`config.mk`:
```
export PLATFORM = sky130hd
export DESIGN_NAME = fpr_mul64
export DESIGN_NICKNAME = d
export VERILOG_FILES = /design/src/hdl/fpr_mul64.sv
export SDC_FILE = /design/constraint.sdc
export NUM_CORES = 2
export LEC_CHECK = 0
export BUFFER_PORTS_ARGS = -buffer_cell sky130_fd_sc_hd__buf_2
export CORE_UTILIZATION = 50
export CTS_CLUSTER_SIZE = 16
export DETAILED_ROUTE_END_ITERATION = 8
export PLACE_DENSITY = 0.67
export SYNTH_ARGS = -nofsm -noshare
export SYNTH_HDL_FRONTEND = slang
export SYNTH_SLANG_ARGS = --single-unit
```
`constraint.sdc`:
```
create_clock -name clk -period 12.39 [get_ports clk]
set_clock_uncertainty 0.05 [all_clocks]
set_input_delay 3.717 -clock clk [delete_from_list [all_inputs] [get_ports clk]]
set_output_delay 3.717 -clock clk [all_outputs]
set_load 0.02 [all_outputs]
```
`src/hdl/fpr_mul64.sv`:
```
// ----------------------------------------------------------------------------
// fpr_mul64: multi-cycle wrapping multiplier
// Low 64 bits of a 64x64 product from three 32x32 partial products, one per
// cycle, each registered before it is accumulated.
// ----------------------------------------------------------------------------
module fpr_mul64 (
  input  logic        clk,
  input  logic        rst_n,
  input  logic        start,
  input  logic [63:0] a,
  input  logic [63:0] b,
  output logic        done,
  output logic [63:0] result
);

  logic [63:0] a_r, b_r, prod_r, acc_r;
  logic [1:0]  cnt_r;
  logic        busy_r, done_r;
  logic [31:0] opa, opb;

  always_comb begin
    case (cnt_r)
      2'd0:    begin opa = a_r[31:0];  opb = b_r[31:0];  end
      2'd1:    begin opa = a_r[63:32]; opb = b_r[31:0];  end
      default: begin opa = a_r[31:0];  opb = b_r[63:32]; end
    endcase
  end

  always_ff @(posedge clk) begin
    if (!rst_n) begin
      busy_r <= 1'b0;
      done_r <= 1'b0;
      cnt_r  <= 2'd0;
    end else begin
      done_r <= 1'b0;
      if (start) begin
        busy_r <= 1'b1;
        cnt_r  <= 2'd0;
      end else if (busy_r) begin
        cnt_r <= cnt_r + 2'd1;
        if (cnt_r == 2'd3) begin
          busy_r <= 1'b0;
          done_r <= 1'b1;
        end
      end
    end
  end

  always_ff @(posedge clk) begin
    if (start) begin
      a_r <= a;
      b_r <= b;
    end else if (busy_r) begin
      prod_r <= opa * opb;
      if (cnt_r == 2'd1) begin
        acc_r <= prod_r;
      end else if (cnt_r != 2'd0) begin
        // Cross terms only reach the upper half.
        acc_r <= acc_r + {prod_r[31:0], 32'd0};
      end
    end
  end

  assign done   = done_r;
  assign result = acc_r;

endmodule

```
======== Yosys cells after proc, flatten, opt, wreduce, memory -nomap -nowiden ========
Index checks and enable logic that the tools add are counted.
word-level totals
  logic and storage cells ................. 31
  register bits ........................... 260
cells by class
  reduce and logical (&&, ||, !) cells .... 8
  equal/unequal tests ..................... 2
  multipliers ............................. 1
  muxes and demuxes ....................... 8
  bitwise operators ....................... 3
  add/subtract/negate cells ............... 2
operator list
  cell                                                                    number
  64-bit two-way mux                                                      2
  64-bit adder                                                            1
  32-bit by 32-bit multiplier with 64-bit output                          1
  32-bit two-way mux                                                      2
  1-bit two-way mux                                                       4
  2-bit nonzero test                                                      2
  2-bit OR reduction                                                      2
  1-bit NOT                                                               3
  3-bit AND reduction                                                     1
  3-bit OR reduction                                                      1
  2-bit by 1-bit adder with 2-bit output (second input constant)          1
  2-bit by 1-bit equality test with 1-bit output (second input constant)  1
  2-bit equality test (second input constant)                             1
  2-bit zero test                                                         1
  2-bit AND reduction                                                     1

======== Logic depth before layout (Yosys ltp) ========
  depth in word-level cells ............... 4
  gate-level depth with buffers ........... 36
  mapped depth without buffers ............ 31

======== Worst setup path after synthesis ========
OpenSTA, ideal clock, no wires.
  kind .................................... input to register
  start point ............................. input start
  end point ............................... register acc_r[0] (netlist: result[0]) (enable)
  path slack .............................. 2.673 ns
  data arrival time ....................... 9.275 ns
  stages .................................. 3
  library setup time ...................... 0.392 ns
  path buffers ............................ 0
  cell sequence ........................... nor2b_1 nor2b_1 and2_1
between the ends
  longest elaborated chain between the ends .. 2
RTL lines
  element                        RTL line  text
  start, declared                9         input logic start,
  1-bit NOT (no line)            --
  3-bit AND reduction (no line)  --
  end signal, assigned           56        acc_r <= prod_r;
  end signal, assigned           59        acc_r <= acc_r + {prod_r[31:0], 32'd0};
  end, declared                  16        logic [63:0] a_r, b_r, prod_r, acc_r;
No other way between the ends.
A chain may end at the register's enable or synchronous reset.

======== Final worst setup path ========
  start point ............................. register cnt_r[1]
  end point ............................... register prod_r[50], data pin
between the ends
  longest elaborated chain between the ends .. 4
RTL lines
  element                                                                                   RTL line  text
  start, declared                                                                           17        logic [1:0] cnt_r;
  start signal, assigned                                                                    40        cnt_r <= cnt_r + 2'd1;
  2-bit by 1-bit equality test with 1-bit output / 2-bit zero test (equally long branches)  22        case (cnt_r)
  2-bit OR reduction (no line)                                                              --
  32-bit two-way mux                                                                        22
  32-bit by 32-bit multiplier with 64-bit output (*)                                        54        prod_r <= opa * opb;
  end signal, assigned                                                                      54
  end, declared                                                                             16
Every way passes the cells marked *; elsewhere a longest branch is shown, timed or not.

==> reports/results.ini <==
[global_route]
grt_overflow=0
grt_max_degree=66
grt_pass1_wl_mm=202
antenna_found_initial=4
grt_usage=0.318
grt_pass1_vias=33528

[logic_synthesis]
syn-num-nets=5738
syn_avg_cell_area_sq_um=9.79
synth_cell_type_count=69
synth_cells=4412
synth_edf_count=256
ys_async_sr_fraction=0
yosysWarningCount=0
synth_seq_cells=260
synthFlopType=edfxtp_1
syn_area_sq_um=43200
synth-seq-area-share=0.180

[drt]
wl_mm=135
via_per_inst=5.72
dr.pass1.iters=6
drcViolationCount=0
routedWlPerCell_um=23.8
postRouteAntennaNets=0
vias=32488
drtIter0Drc=2801

[clock_tree]
root_buffer=clkbuf_16
cts_resized=0
clock_sinks=260
clk-insertion-delay-late_ns=0.66
tritoncts=built
clkTransAtPathRegs_ns=0.06
post_cts_buffers=0
clockBufferDepth=3
ctsHoldBuffers=0
htreeDepth=1
cts-buffers-inserted=31

[timing]
tightest_slew_ns=1.21
max_slew_margin=0.170
hold_viol=0
fin_tns_setup_ns=0
period_minus_slack_ns=10.10
hold-worst-slack_ns=0.489
setup_slack_ns=2.29
drv_slew=0
rsz0062_at_grt=false
min_period_over_period=0.816
setup_viol=0
fmaxAchievable_ghz=0.0990

[floorplanning]
initial_utilization=0.506
core_sq_um=85400
num_rows=107
die_w_um=296
fp.dieArea_sq_um=87500
io_pins=196
die_h_um=296

[critical_path]
crit_arrival_ns=10.43
crit_buf_inv=6
critPathSlowestCell=mux2i_4
worstPathMaxFanout=63
crit_top_cell=fa_1
r2r_start=cnt_r[1]
reg2reg_to=prod_r[50]
regToRegSetupSlack_ns=2.29
start_kind=register
cp_data_required_time_ns=12.72
slowest_delay_ns=0.99
rr_worst_depth=28
worstSetupEndpointType=register
crit_family=adder cells
crit_type=reg2reg

[worst_hold_path]
whs_endpoint=result[33]
hold_depth=2
hold_class=reg2reg
hp-start=prod_r[33]

[placed_design]
place_ws_ns=2.51
port_buffers=195
hpwl_mm=105
gp_congestion=0.968

[layout]
area.sequential_sq_um=7770
final_util=0.546
nets=5833
fillerInstances=7723
multiInputGateArea_sq_um=31600
syn_to_final_growth_pct=7.95
drive_gt1_frac=0.0964

[outcome]
outcome=finished, final reports clean

[run]
maxCapViolations=0

metal layers:
layer | vias to the layer above | wire length, um | global-route usage
li1 | 13641 | - | -
met1 | 16489 | 49600 | 0.403
met2 | 1869 | 63100 | 0.506
met3 | 489 | 13800 | 0.0722
met4 | 0 | 8770 | 0.175
met5 | - | 0 | 0
layout by cell type (no fill, tap or decap), drive strengths merged, types with 7 or more instances in the layout:
master / count
nand4: 21
a21o: 42
o21ai: 84
a21oi: 102
o21a: 11
nor3: 9
nand2b: 8
o31ai: 7
o211ai: 13
clkinv: 14
and3: 7
edfxtp: 256
and2: 42
buf: 261
mux2: 67
nand2: 540
ha: 298
fa: 897
xnor2: 54
nand3: 25
nor2b: 9
mux2i: 66
o21bai: 15
inv: 898
nor2: 630
clkbuf: 37
a211oi: 10
xor2: 35
a31oi: 12
registers in the layout, indices dropped and copies added (netlist names):
signal  count
prod_r     64
busy_r      1
done        1
a_r        64
cnt_r       2
b_r        64
result     64
worst register-to-register path: cells and delay by family, from the launching register on:
family	cells	cell delay [ns]
adder cells (fa/ha/maj)	10	5.14
AND/OR/NAND/NOR	6	1.14
multiplexers	1	1.16
flip-flops	1	0.35
XOR/XNOR	1	0.15
AO/OA/AOI/OAI	4	1.13
buffers and inverters	6	0.69
cell type report:
| class | count | area share |
|---|---|---|
| inverter | 895 | 0.0721 |
| timing repair buffer | 261 | 0.0320 |
| multi-input combinational | 3058 | 0.677 |
| clock inverter | 20 | 0.00427 |
| antenna | 5 | 0.000268 |
| sequential | 260 | 0.167 |
| clock buffer | 37 | 0.0171 |
| tap | 1144 | 0.0307 |
Yosys cell counts, types with 4 or more instances:
library cell | instances | area share
xor2_1 | 35 | 0.0071
o21ai_1 | 12 | 0.0014
nor2b_1 | 9 | 0.0013
mux2_2 | 64 | 0.017
mux2i_1 | 66 | 0.015
a21oi_1 | 99 | 0.011
and3_1 | 7 | 0.0010
buf_4 | 4 | 0.00070
edfxtp_1 | 256 | 0.18
nand4_1 | 21 | 0.0030
a21o_1 | 42 | 0.0073
o21bai_1 | 15 | 0.0026
fa_1 | 897 | 0.42
a211oi_1 | 10 | 0.0017
inv_1 | 895 | 0.078
a31oi_1 | 12 | 0.0017
nand3_1 | 25 | 0.0029
clkbuf_1 | 162 | 0.014
buf_1 | 5 | 0.00043
nand2b_1 | 8 | 0.0012
xnor2_1 | 54 | 0.011
ha_1 | 298 | 0.086
o21ai_0 | 71 | 0.0082
buf_2 | 28 | 0.0032
nor3_1 | 9 | 0.0010
o211ai_1 | 12 | 0.0021
nand2_1 | 540 | 0.047
dfxtp_1 | 4 | 0.0019
and2_1 | 41 | 0.0059
a311oi_1 | 4 | 0.00081
nor2_1 | 630 | 0.055
o21a_1 | 11 | 0.0019
o31ai_1 | 5 | 0.00087
cells by family (layout without fill, tap and decap cells):
kind of cell             count (synthesis)  count (layout)  synth area share
buffers and inverters                 1094            1213            0.0963
AO/OA/AOI/OAI                          338             338            0.0504
XOR/XNOR                                89              89            0.0181
multiplexers                           133             133            0.0328
other                                    0               5                 0
flip-flops                             260             260             0.180
adder cells (fa/ha/maj)               1195            1195             0.502
AND/OR/NAND/NOR                       1303            1303             0.120
how the worst max path moves through the flow:
stage | start | endpoint | cells after the start
after global routing | cnt_r[1] | prod_r[50] | 28
after CTS | cnt_r[1] | prod_r[50] | 28
after global placement | cnt_r[1] | prod_r[50] | 28
after floorplan | start | result[0] | 3
final | cnt_r[1] | prod_r[50] | 28
after detailed placement | cnt_r[1] | prod_r[50] | 28
metrics by stage:
step	cell area, sq um	instances
2_1_floorplan	43200	4412
3_3_place_gp	45600	5618
3_5_place_dp	45600	5618
4_1_cts	46600	5675
5_1_grt	46600	5675
6_report	46600	5680
Power is not shown: default switching activity piles up to over one toggle a cycle in this logic, so the estimate is an artifact.
